`src/rtl/hkle_pkg.sv`:
```
// shared types, constants and keycode decode for the keyboard line editor
package hkle_pkg;

   localparam int LINE_COLUMNS = 62;
   localparam int KEY_SLOTS    = 6;

   localparam int COL_W  = $clog2(LINE_COLUMNS + 1);
   localparam int SLOT_W = $clog2(KEY_SLOTS + 1);
   localparam int KEY_W  = 8;
   localparam int CHAR_W = 7;
   localparam int POS_W  = 6;
   localparam int KIND_W = 3;

   // special keycodes
   localparam logic [KEY_W-1:0] KC_ENTER     = 8'h28;
   localparam logic [KEY_W-1:0] KC_BACKSPACE = 8'h2A;
   localparam logic [KEY_W-1:0] KC_RIGHT     = 8'h4F;
   localparam logic [KEY_W-1:0] KC_LEFT      = 8'h50;
   localparam logic [KEY_W-1:0] SHIFT_MASK   = 8'h22;

   typedef enum logic [KIND_W-1:0] {
      KIND_INSERT,
      KIND_BACKSPACE,
      KIND_LEFT,
      KIND_RIGHT,
      KIND_ENTER,
      KIND_CLEAR
   } kind_type;

   typedef enum logic [1:0] {
      LINE_HOLD,
      LINE_INSERT,
      LINE_DELETE
   } line_cmd_type;

   // edit command broadcast to every line cell
   typedef struct packed {
      line_cmd_type             cmd;
      logic [COL_W-1:0]         cursor;
      logic [COL_W-1:0]         count;
      logic [CHAR_W-1:0]        ch;
   } line_ctl_type;

   // control broadcast to every key cell
   typedef struct packed {
      logic load;
      logic shift;
      logic commit;
   } key_ctl_type;

   // boot keyboard keycode to ascii, zero when unmapped
   function automatic logic [CHAR_W-1:0] key_to_char(input logic [KEY_W-1:0] kc,
                                                      input logic shift);
      logic [CHAR_W-1:0] ch;
      ch = '0;
      if (kc >= 8'h04 && kc <= 8'h1D) begin
         ch = shift ? CHAR_W'(kc + 8'h3D) : CHAR_W'(kc + 8'h5D);
      end else begin
         case (kc)
            8'h1E: ch = shift ? 7'h21 : 7'h31;
            8'h1F: ch = shift ? 7'h40 : 7'h32;
            8'h20: ch = shift ? 7'h23 : 7'h33;
            8'h21: ch = shift ? 7'h24 : 7'h34;
            8'h22: ch = shift ? 7'h25 : 7'h35;
            8'h23: ch = shift ? 7'h5E : 7'h36;
            8'h24: ch = shift ? 7'h26 : 7'h37;
            8'h25: ch = shift ? 7'h2A : 7'h38;
            8'h26: ch = shift ? 7'h28 : 7'h39;
            8'h27: ch = shift ? 7'h29 : 7'h30;
            8'h2C: ch = 7'h20;
            8'h2D: ch = shift ? 7'h5F : 7'h2D;
            8'h2E: ch = shift ? 7'h2B : 7'h3D;
            8'h2F: ch = shift ? 7'h7B : 7'h5B;
            8'h30: ch = shift ? 7'h7D : 7'h5D;
            8'h31: ch = shift ? 7'h7C : 7'h5C;
            8'h33: ch = shift ? 7'h3A : 7'h3B;
            8'h34: ch = shift ? 7'h22 : 7'h27;
            8'h35: ch = shift ? 7'h7E : 7'h60;
            8'h36: ch = shift ? 7'h3C : 7'h2C;
            8'h37: ch = shift ? 7'h3E : 7'h2E;
            8'h38: ch = shift ? 7'h3F : 7'h2F;
            default: ch = '0;
         endcase
      end
      return ch;
   endfunction

endpackage

```
`src/rtl/hid_keyboard_line_editor.sv`:
```
// keyboard line editor top level: key slot chain, line cell chain and result sequencer
//
// req channel takes one boot keyboard report (tuser = 0) or a clear request
// (tuser = 1). For a report the key slots enter a row of cells that rotates
// one slot per cycle while not paused; the head slot is checked against the
// previous report's keys and decoded, and each new key yields one edit of the
// line buffer, itself a row of column cells that shift on insert and backspace.
// rsp channel gives one result per decoded key, tlast on the final one; a
// report without new keys gives no result, a clear gives exactly one.
// A result is held back by one decoded key in a pending register, so that
// tlast is known, until the next decoded key or the closing flush state.
// req_tready is high only while no request is in work.
// Reset (synchronous) clears previous keys, line, cursor and both channels.
// A stalled rsp side holds the output register; the key chain pauses while
// a held-back result cannot move on, and resumes with no loss.
module hid_keyboard_line_editor (
   input  logic        clock,
   input  logic        reset,
   // request channel
   input  logic        req_tvalid,
   output logic        req_tready,
   input  logic [55:0] req_tdata,   // modifier, key_slot_0 .. key_slot_5
   input  logic        req_tuser,   // op
   // result channel
   output logic        rsp_tvalid,
   input  logic        rsp_tready,
   output logic [31:0] rsp_tdata,   // char_code, edit_position, line_length,
                                    // cursor_position, changed, zero pad
   output logic [2:0]  rsp_tuser,   // event_kind
   output logic        rsp_tlast    // last
);
   import hkle_pkg::*;

   typedef enum logic [1:0] {ST_IDLE, ST_RUN, ST_FLUSH} state_type;

   state_type          state_ff, state_in;
   logic [SLOT_W-1:0]  step_ff, step_in;
   logic               shift_ff, shift_in;
   logic [COL_W-1:0]   count_ff, count_in;
   logic [COL_W-1:0]   cursor_ff, cursor_in;

   // held-back result
   logic               pend_valid_ff, pend_valid_in;
   kind_type           pend_kind_ff, pend_kind_in;
   logic [CHAR_W-1:0]  pend_char_ff, pend_char_in;
   logic [COL_W-1:0]   pend_before_ff, pend_before_in;
   logic [COL_W-1:0]   pend_count_ff, pend_count_in;
   logic [COL_W-1:0]   pend_cursor_ff, pend_cursor_in;
   logic               pend_changed_ff, pend_changed_in;

   // output register
   logic               rsp_valid_ff, rsp_valid_in;
   kind_type           rsp_kind_ff, rsp_kind_in;
   logic [CHAR_W-1:0]  rsp_char_ff, rsp_char_in;
   logic [COL_W-1:0]   rsp_before_ff, rsp_before_in;
   logic [COL_W-1:0]   rsp_count_ff, rsp_count_in;
   logic [COL_W-1:0]   rsp_cursor_ff, rsp_cursor_in;
   logic               rsp_changed_ff, rsp_changed_in;
   logic               rsp_last_ff, rsp_last_in;

   logic               accept;
   logic               out_free;
   logic               move;
   logic               last_step;

   key_ctl_type        key_ctl;
   line_ctl_type       line_ctl;
   logic [KEY_W-1:0]   key_q  [KEY_SLOTS];
   logic [KEY_W-1:0]   prev_q [KEY_SLOTS];
   logic [KEY_W-1:0]   slot_in [KEY_SLOTS];
   logic [CHAR_W-1:0]  char_q [LINE_COLUMNS];

   // head slot decode
   logic [KEY_W-1:0]   head;
   logic               held;
   logic [CHAR_W-1:0]  map_ch;
   logic               fires;
   kind_type           ev_kind;
   logic [CHAR_W-1:0]  ev_char;
   logic [COL_W-1:0]   ev_count;
   logic [COL_W-1:0]   ev_cursor;
   logic               ev_changed;
   line_cmd_type       ev_cmd;

   assign accept     = req_tvalid && req_tready;
   assign req_tready = (state_ff == ST_IDLE);
   assign out_free   = !rsp_valid_ff || rsp_tready;
   assign move       = (state_ff == ST_RUN) && (!pend_valid_ff || out_free);
   assign last_step  = (step_ff == SLOT_W'(KEY_SLOTS - 1));

   // unpack report slots
   always_comb begin
      for (int s = 0; s < KEY_SLOTS; s++) begin
         slot_in[s] = req_tdata[KEY_W*(s+1) +: KEY_W];
      end
   end

   // key slot chain, rotating toward cell zero
   assign key_ctl.load   = accept && !req_tuser;
   assign key_ctl.shift  = move;
   assign key_ctl.commit = move && last_step;

   for (genvar i = 0; i < KEY_SLOTS; i++) begin : g_key
      hkle_key_cell u_key_cell (
         .clock     (clock),
         .reset     (reset),
         .ctl       (key_ctl),
         .load_key  (slot_in[i]),
         .shift_key (key_q[(i + 1) % KEY_SLOTS]),
         .key       (key_q[i]),
         .prev_key  (prev_q[i])
      );
   end

   // line buffer chain
   assign line_ctl.cmd    = (move && fires) ? ev_cmd : LINE_HOLD;
   assign line_ctl.cursor = cursor_ff;
   assign line_ctl.count  = count_ff;
   assign line_ctl.ch     = ev_char;

   for (genvar j = 0; j < LINE_COLUMNS; j++) begin : g_line
      logic [CHAR_W-1:0] left_char;
      logic [CHAR_W-1:0] right_char;
      if (j == 0) begin : g_first
         assign left_char = '0;
      end else begin : g_inner_l
         assign left_char = char_q[j-1];
      end
      if (j == LINE_COLUMNS - 1) begin : g_final
         assign right_char = '0;
      end else begin : g_inner_r
         assign right_char = char_q[j+1];
      end
      hkle_line_cell u_line_cell (
         .clock      (clock),
         .reset      (reset),
         .ctl        (line_ctl),
         .index      (COL_W'(j)),
         .left_char  (left_char),
         .right_char (right_char),
         .cell_char  (char_q[j])
      );
   end

   // key-down edge detection and edit decode for the head slot
   always_comb begin
      head = key_q[0];
      held = 1'b0;
      for (int k = 0; k < KEY_SLOTS; k++) begin
         if (prev_q[k] == head) begin
            held = 1'b1;
         end
      end
      map_ch     = key_to_char(head, shift_ff);
      ev_kind    = KIND_INSERT;
      ev_char    = '0;
      ev_count   = count_ff;
      ev_cursor  = cursor_ff;
      ev_changed = 1'b0;
      ev_cmd     = LINE_HOLD;
      fires      = (head != '0) && !held;
      case (head)
         KC_BACKSPACE: begin
            ev_kind = KIND_BACKSPACE;
            if (cursor_ff != '0) begin
               ev_cursor  = cursor_ff - COL_W'(1);
               ev_count   = count_ff - COL_W'(1);
               ev_changed = 1'b1;
               ev_cmd     = LINE_DELETE;
            end
         end
         KC_LEFT: begin
            ev_kind = KIND_LEFT;
            if (cursor_ff != '0) begin
               ev_cursor  = cursor_ff - COL_W'(1);
               ev_changed = 1'b1;
            end
         end
         KC_RIGHT: begin
            ev_kind = KIND_RIGHT;
            if (cursor_ff < count_ff) begin
               ev_cursor  = cursor_ff + COL_W'(1);
               ev_changed = 1'b1;
            end
         end
         KC_ENTER: begin
            ev_kind    = KIND_ENTER;
            ev_changed = (count_ff != '0) || (cursor_ff != '0);
            ev_count   = '0;
            ev_cursor  = '0;
         end
         default: begin
            ev_kind = KIND_INSERT;
            ev_char = map_ch;
            fires   = fires && (map_ch != '0);
            if (count_ff < COL_W'(LINE_COLUMNS)) begin
               ev_count   = count_ff + COL_W'(1);
               ev_cursor  = cursor_ff + COL_W'(1);
               ev_changed = 1'b1;
               ev_cmd     = LINE_INSERT;
            end
         end
      endcase
   end

   // sequencer next state
   always_comb begin
      state_in        = state_ff;
      step_in         = step_ff;
      shift_in        = shift_ff;
      count_in        = count_ff;
      cursor_in       = cursor_ff;
      pend_valid_in   = pend_valid_ff;
      pend_kind_in    = pend_kind_ff;
      pend_char_in    = pend_char_ff;
      pend_before_in  = pend_before_ff;
      pend_count_in   = pend_count_ff;
      pend_cursor_in  = pend_cursor_ff;
      pend_changed_in = pend_changed_ff;
      rsp_valid_in    = rsp_valid_ff && !rsp_tready;
      rsp_kind_in     = rsp_kind_ff;
      rsp_char_in     = rsp_char_ff;
      rsp_before_in   = rsp_before_ff;
      rsp_count_in    = rsp_count_ff;
      rsp_cursor_in   = rsp_cursor_ff;
      rsp_changed_in  = rsp_changed_ff;
      rsp_last_in     = rsp_last_ff;
      case (state_ff)
         ST_IDLE: begin
            if (accept) begin
               if (req_tuser) begin
                  pend_valid_in   = 1'b1;
                  pend_kind_in    = KIND_CLEAR;
                  pend_char_in    = '0;
                  pend_before_in  = cursor_ff;
                  pend_count_in   = '0;
                  pend_cursor_in  = '0;
                  pend_changed_in = (count_ff != '0) || (cursor_ff != '0);
                  count_in        = '0;
                  cursor_in       = '0;
                  state_in        = ST_FLUSH;
               end else begin
                  shift_in = |(req_tdata[KEY_W-1:0] & SHIFT_MASK);
                  step_in  = '0;
                  state_in = ST_RUN;
               end
            end
         end
         ST_RUN: begin
            if (move) begin
               if (fires) begin
                  if (pend_valid_ff) begin
                     rsp_valid_in   = 1'b1;
                     rsp_kind_in    = pend_kind_ff;
                     rsp_char_in    = pend_char_ff;
                     rsp_before_in  = pend_before_ff;
                     rsp_count_in   = pend_count_ff;
                     rsp_cursor_in  = pend_cursor_ff;
                     rsp_changed_in = pend_changed_ff;
                     rsp_last_in    = 1'b0;
                  end
                  pend_valid_in   = 1'b1;
                  pend_kind_in    = ev_kind;
                  pend_char_in    = ev_char;
                  pend_before_in  = cursor_ff;
                  pend_count_in   = ev_count;
                  pend_cursor_in  = ev_cursor;
                  pend_changed_in = ev_changed;
                  count_in        = ev_count;
                  cursor_in       = ev_cursor;
               end
               step_in = step_ff + SLOT_W'(1);
               if (last_step) begin
                  state_in = ST_FLUSH;
               end
            end
         end
         ST_FLUSH: begin
            if (!pend_valid_ff) begin
               state_in = ST_IDLE;
            end else if (out_free) begin
               rsp_valid_in   = 1'b1;
               rsp_kind_in    = pend_kind_ff;
               rsp_char_in    = pend_char_ff;
               rsp_before_in  = pend_before_ff;
               rsp_count_in   = pend_count_ff;
               rsp_cursor_in  = pend_cursor_ff;
               rsp_changed_in = pend_changed_ff;
               rsp_last_in    = 1'b1;
               pend_valid_in  = 1'b0;
               state_in       = ST_IDLE;
            end
         end
         default: state_in = ST_IDLE;
      endcase
   end

   // state and registered outputs
   always_ff @(posedge clock) begin
      step_ff         <= step_in;
      shift_ff        <= shift_in;
      pend_kind_ff    <= pend_kind_in;
      pend_char_ff    <= pend_char_in;
      pend_before_ff  <= pend_before_in;
      pend_count_ff   <= pend_count_in;
      pend_cursor_ff  <= pend_cursor_in;
      pend_changed_ff <= pend_changed_in;
      rsp_kind_ff     <= rsp_kind_in;
      rsp_char_ff     <= rsp_char_in;
      rsp_before_ff   <= rsp_before_in;
      rsp_count_ff    <= rsp_count_in;
      rsp_cursor_ff   <= rsp_cursor_in;
      rsp_changed_ff  <= rsp_changed_in;
      rsp_last_ff     <= rsp_last_in;
      if (reset) begin
         state_ff      <= ST_IDLE;
         count_ff      <= '0;
         cursor_ff     <= '0;
         pend_valid_ff <= 1'b0;
         rsp_valid_ff  <= 1'b0;
      end else begin
         state_ff      <= state_in;
         count_ff      <= count_in;
         cursor_ff     <= cursor_in;
         pend_valid_ff <= pend_valid_in;
         rsp_valid_ff  <= rsp_valid_in;
      end
   end

   // result packing
   assign rsp_tvalid = rsp_valid_ff;
   assign rsp_tuser  = rsp_kind_ff;
   assign rsp_tlast  = rsp_last_ff;
   assign rsp_tdata  = {6'b0,
                        rsp_changed_ff,
                        POS_W'(rsp_cursor_ff),
                        POS_W'(rsp_count_ff),
                        POS_W'(rsp_before_ff),
                        rsp_char_ff};

endmodule

```
`src/rtl/hkle_key_cell.sv`:
```
// one key slot cell: current report key in a rotating chain plus the previous key
module hkle_key_cell (
   input  logic                      clock,
   input  logic                      reset,
   input  hkle_pkg::key_ctl_type     ctl,
   input  logic [hkle_pkg::KEY_W-1:0] load_key,
   input  logic [hkle_pkg::KEY_W-1:0] shift_key,
   output logic [hkle_pkg::KEY_W-1:0] key,
   output logic [hkle_pkg::KEY_W-1:0] prev_key
);
   import hkle_pkg::*;

   logic [KEY_W-1:0] key_ff, key_in;
   logic [KEY_W-1:0] prev_ff, prev_in;

   // load from the request, or take the neighbor's key
   always_comb begin
      key_in  = key_ff;
      if (ctl.load) begin
         key_in = load_key;
      end else if (ctl.shift) begin
         key_in = shift_key;
      end
      prev_in = ctl.commit ? key_in : prev_ff;
   end

   always_ff @(posedge clock) begin
      key_ff <= key_in;
      if (reset) begin
         prev_ff <= '0;
      end else begin
         prev_ff <= prev_in;
      end
   end

   assign key      = key_ff;
   assign prev_key = prev_ff;

endmodule

```
`src/rtl/hkle_line_cell.sv`:
```
// one column of the line buffer, shifting with its neighbors on insert and delete
module hkle_line_cell (
   input  logic                        clock,
   input  logic                        reset,
   input  hkle_pkg::line_ctl_type      ctl,
   input  logic [hkle_pkg::COL_W-1:0]  index,
   input  logic [hkle_pkg::CHAR_W-1:0] left_char,
   input  logic [hkle_pkg::CHAR_W-1:0] right_char,
   output logic [hkle_pkg::CHAR_W-1:0] cell_char
);
   import hkle_pkg::*;

   logic [CHAR_W-1:0] char_ff, char_in;
   logic [COL_W:0]    index_next;

   assign index_next = {1'b0, index} + (COL_W + 1)'(1);

   // pick the new column contents for the broadcast edit
   always_comb begin
      char_in = char_ff;
      case (ctl.cmd)
         LINE_INSERT: begin
            if (index == ctl.cursor) begin
               char_in = ctl.ch;
            end else if (index > ctl.cursor && index <= ctl.count) begin
               char_in = left_char;
            end
         end
         LINE_DELETE: begin
            if (index_next >= {1'b0, ctl.cursor} && index_next < {1'b0, ctl.count}) begin
               char_in = right_char;
            end
         end
         default: char_in = char_ff;
      endcase
   end

   always_ff @(posedge clock) begin
      if (reset) begin
         char_ff <= '0;
      end else begin
         char_ff <= char_in;
      end
   end

   assign cell_char = char_ff;

endmodule

```
`config.mk`:
```
export PLATFORM = sky130hd
export DESIGN_NAME = hid_keyboard_line_editor
export DESIGN_NICKNAME = d
export VERILOG_FILES = /design/src/rtl/hkle_pkg.sv /design/src/rtl/hid_keyboard_line_editor.sv /design/src/rtl/hkle_key_cell.sv /design/src/rtl/hkle_line_cell.sv
export SDC_FILE = /design/constraint.sdc
export NUM_CORES = 1
export LEC_CHECK = 0
export BUFFER_PORTS_ARGS = -buffer_cell sky130_fd_sc_hd__buf_2
export CAP_MARGIN = 5
export CORE_MARGIN = 5
export CORE_UTILIZATION = 59
export DETAILED_ROUTE_END_ITERATION = 7
export HOLD_SLACK_MARGIN = 0.02
export PLACE_DENSITY = 0.83
export SLEW_MARGIN = 40
export SYNTH_ARGS = -nofsm -noshare
export SYNTH_HDL_FRONTEND = slang
export SYNTH_SLANG_ARGS = --single-unit
```
`constraint.sdc`:
```
create_clock -name clock -period 7.1 [get_ports clock]
set_clock_uncertainty 0.15 [all_clocks]
set_input_delay 1.065 -clock clock [delete_from_list [all_inputs] [get_ports clock]]
set_output_delay 1.065 -clock clock [all_outputs]
set_load 0.01 [all_outputs]
```
==> results.md <==
* Port buffer count at 86
* Worst-Margin Slew at ~850 ps
* Die Wd at ~130 um
* Total gr overflow at 0
* # hold bufs at CTS at 0
* Worst Hold Class: reg -> reg
* Slew HR at 0.4351
* Total Neg Setup Slack at 0 ps
* Ys flop type: dfxtp_1
* Routed WL at around 20000 um
* Minimum clock period at roughly 4600 ps
* Post-synth EDFFs at 63
* Setup WS post-layout at 2489 ps
* Post-synth cell types at between 70 and 80
* Hold Vio Cnt, Final at 0
* Total CTS buffers at 17
* Worst setup EP type: flip-flop
* Clk buf depth at 2
* Cell row count at 45
* Warnings from Yosys at 0
* Highest clock rate at 216.9 MHz
* Fin. max-slew vios at 0
* Skew-Pair Late Insertion Delay at approximately 440 ps
* Syn Std Cell Area at about 9000 sq um
* Reg clk slew, reported paths at ~70 ps
* Vias at 7159
* Crit-path cells: ha_1, nand4b_1, a2111o_1, nand2_1, nor4_4, a31oi_2, mux2i_1, nor3b_2, buf_4
* Max stage delay cell, worst path: dfxtp_1
* Max-cap violations at 0
* Crit start category: flip-flop
* Drt first-iter violations at 770
* Drt first pass iters at 5
* Maximum vdd drop at about 0.26 mV
* RSZ-0062 raised after global routing: false
* Initial Utilization at 0.5933
* Post-synth ARST share at 0
* Largest stage delay, worst path at ~830 ps
* Post-synthesis instance total at 962
* Initial antenna violation count at 1
* Ant. Diodes at 0
* Worst EP arrival at approximately 4600 ps
* I/O pin total at 99
* Vias in the first global route at ~6500
* Final period utilization at 0.6495
* # DRC at 0
* Total GRT Usage at 0.2227
* Layout cell share with drive strength beyond 1 at 0.1492
* Pleak at approximately 3.9 nW
* Sequential-to-total area share from yosys stat at 0.4635
* Largest net degree at the start of global routing at 98
* Vias per Instance at between 5 and 6
* First-pass GRT wire length at about 32000 um
* Critical path peak fanout at 27
* DP Wirelength at around 13000 um
* Final setup viols at 0
* Place WS at 2495 ps
* Cts repair resizes at 0
* Syn avg cell area at just over 9 sq um
* PD cells at 369.7 nW/um^2
* Dpl cells at ~1200
* CP Data Required Time at 7060 ps
* Post-DR wirelength/cell at approximately 17 um
* Worst Path Class, Setup: reg -> reg
* Core area at about 15000 sq um
* Synthesis-stage register bit count at approximately 180
* Status: complete, no violations
* Die ar. at 17670 sq um
* Clock sinks at between 150 and 200
* Die H at ~130 um
* Routability cong. at about 0.93
* Number of setup buffers added after CTS at 0
* Layout area overhead at 10.79%
* Nets at between 1000 and 1500
* Root buffer cell: clkbuf_16
* Non-filler instance count after layout at 1207
* CTS tree: yes
* DRT antenna net count at 0
* H-tree lvl count at 4
-- synthesized netlist by cell type (5+ instances only) --
| cell type | number | share of area |
|---|---|---|
| a21oi_1 | 73 | 0.041 |
| buf_1 | 7 | 0.0029 |
| nor4_1 | 5 | 0.0035 |
| nand4_1 | 14 | 0.0098 |
| nor2b_1 | 10 | 0.0070 |
| xor2_1 | 13 | 0.013 |
| nor2_1 | 37 | 0.016 |
| buf_4 | 13 | 0.011 |
| a22o_1 | 13 | 0.013 |
| a31oi_1 | 9 | 0.0063 |
| clkbuf_1 | 39 | 0.016 |
| edfxtp_1 | 63 | 0.21 |
| a211oi_1 | 9 | 0.0076 |
| ha_1 | 23 | 0.032 |
| xnor2_1 | 46 | 0.045 |
| inv_1 | 28 | 0.012 |
| buf_2 | 9 | 0.0051 |
| a31o_2 | 5 | 0.0049 |
| o21ai_0 | 73 | 0.041 |
| nand3_1 | 12 | 0.0067 |
| nor3_1 | 14 | 0.0079 |
| a221oi_1 | 6 | 0.0059 |
| buf_6 | 7 | 0.0088 |
| or3_1 | 7 | 0.0049 |
| dfxtp_1 | 112 | 0.25 |
| mux2i_1 | 50 | 0.056 |
| nand2b_1 | 7 | 0.0049 |
| nand2_1 | 172 | 0.072 |
-- state kept, by name (all words and copies together), names as in the netlist, 7 cells and up --
| register | cells |
|---|---|
| g_key.u_key_cell.key | 48 |
| g_key.u_key_cell.prev_key | 48 |
| pend_char_ff | 7 |
| rsp_char_ff | 7 |
-- kinds of logic (layout without fill, tap and decap cells) --
kind of cell             Yosys count  count (layout)  synth area share
adder cells (fa/ha/maj)           23              23           0.03227
XOR/XNOR                          59              59           0.05794
flip-flops                       175             175            0.4635
other                              1               6         0.0004205
AO/OA/AOI/OAI                    234             234            0.1632
multiplexers                      51              51           0.05738
buffers and inverters            104             156           0.05640
AND/OR/NAND/NOR                  315             315            0.1689
-- final cells by class --
type                       instances  area [sq um]
timing repair buffer              95         504.2
clock inverter                    15         156.4
clock buffer                      17         425.4
fill                            1150          5152
inverter                          29         108.9
sequential                       175          4135
multi-input combinational        688          4315
tap                              188         235.2
-- metrics by stage --
step                      area, sq um  power, mW  hold WS (ps)    util
after floorplan                  8937      2.461         250.3       -
after global placement           9291      2.699         250.7  0.6181
after detailed placement         9294      2.732         254.5  0.6182
after CTS                        9876      3.643         267.7  0.6569
after global routing             9881      3.846         270.0  0.6573
final                            9881      3.653         264.5  0.6573
-- final timing paths --
path,startpoint,end,depth (start not counted),slack [ps]
worst max register to register,g_key[0].u_key_cell.key[0]$_DFF_P_,rsp_count_ff[0]$_DFFE_PP_,9,2490
worst min-delay path,pend_char_ff[3]$_SDFFCE_PP0P_,rsp_char_ff[3]$_DFFE_PP_,0,260
worst min register to register,pend_char_ff[3]$_SDFFCE_PP0P_,rsp_char_ff[3]$_DFFE_PP_,0,260
worst max-delay path,g_key[0].u_key_cell.key[0]$_DFF_P_,rsp_count_ff[0]$_DFFE_PP_,9,2490
-- report_power, final --
part	leakage (nW)	internal (mW)	switching, mW
Sequential	1.51	1.30	0.217
Combinational	2.06	0.492	0.737
Clock	0.276	0.493	0.416
Total	3.85	2.28	1.37
-- routing by layer --
metal  global-route usage  vias to the layer above  part of all wire
li1                     -                     3492                 -
met1               0.3009                     3336              0.44
met2               0.3538                      293              0.47
met3              0.04867                       36             0.068
met4              0.07968                        2             0.021
met5                    0                        -           0.00065
-- placed cells by master (no fill, tap or decap), types with 3 or more instances in the layout --
| master | n |
|---|---|
| o21ai_0 | 73 |
| a22o_1 | 13 |
| buf_2 | 85 |
| clkbuf_16 | 17 |
| buf_4 | 9 |
| inv_6 | 4 |
| nand3_1 | 12 |
| inv_1 | 28 |
| o21a_1 | 4 |
| nand2_1 | 171 |
| nor2b_1 | 10 |
| and2_1 | 4 |
| a211oi_1 | 9 |
| a31o_2 | 5 |
| o211ai_1 | 3 |
| edfxtp_1 | 63 |
| a31oi_1 | 9 |
| a221oi_1 | 6 |
| clkinv_4 | 3 |
| dfxtp_1 | 111 |
| nand3b_1 | 4 |
| nor2_1 | 36 |
| or3_1 | 7 |
| nand2b_1 | 7 |
| xnor2_1 | 46 |
| conb_1 | 6 |
| xor2_1 | 13 |
| o31ai_1 | 3 |
| nor3b_1 | 3 |
| a2111oi_0 | 3 |
| nor3_1 | 13 |
| a21oi_1 | 73 |
| ha_1 | 23 |
| o22ai_1 | 4 |
| and3_1 | 4 |
| mux2i_1 | 50 |
| nor4_1 | 5 |
| nand4_1 | 14 |
| a21o_1 | 4 |
-- worst max-delay path, delay by kind of cell, from the launching register on --
kind | cells | cell delay, ps
flops | 1 | 830
mux | 1 | 140
simple gates | 4 | 1200
fa+ha+maj | 1 | 700
compound gates | 2 | 830
buf+inv | 1 | 400
(Power assumes the default switching activity.)
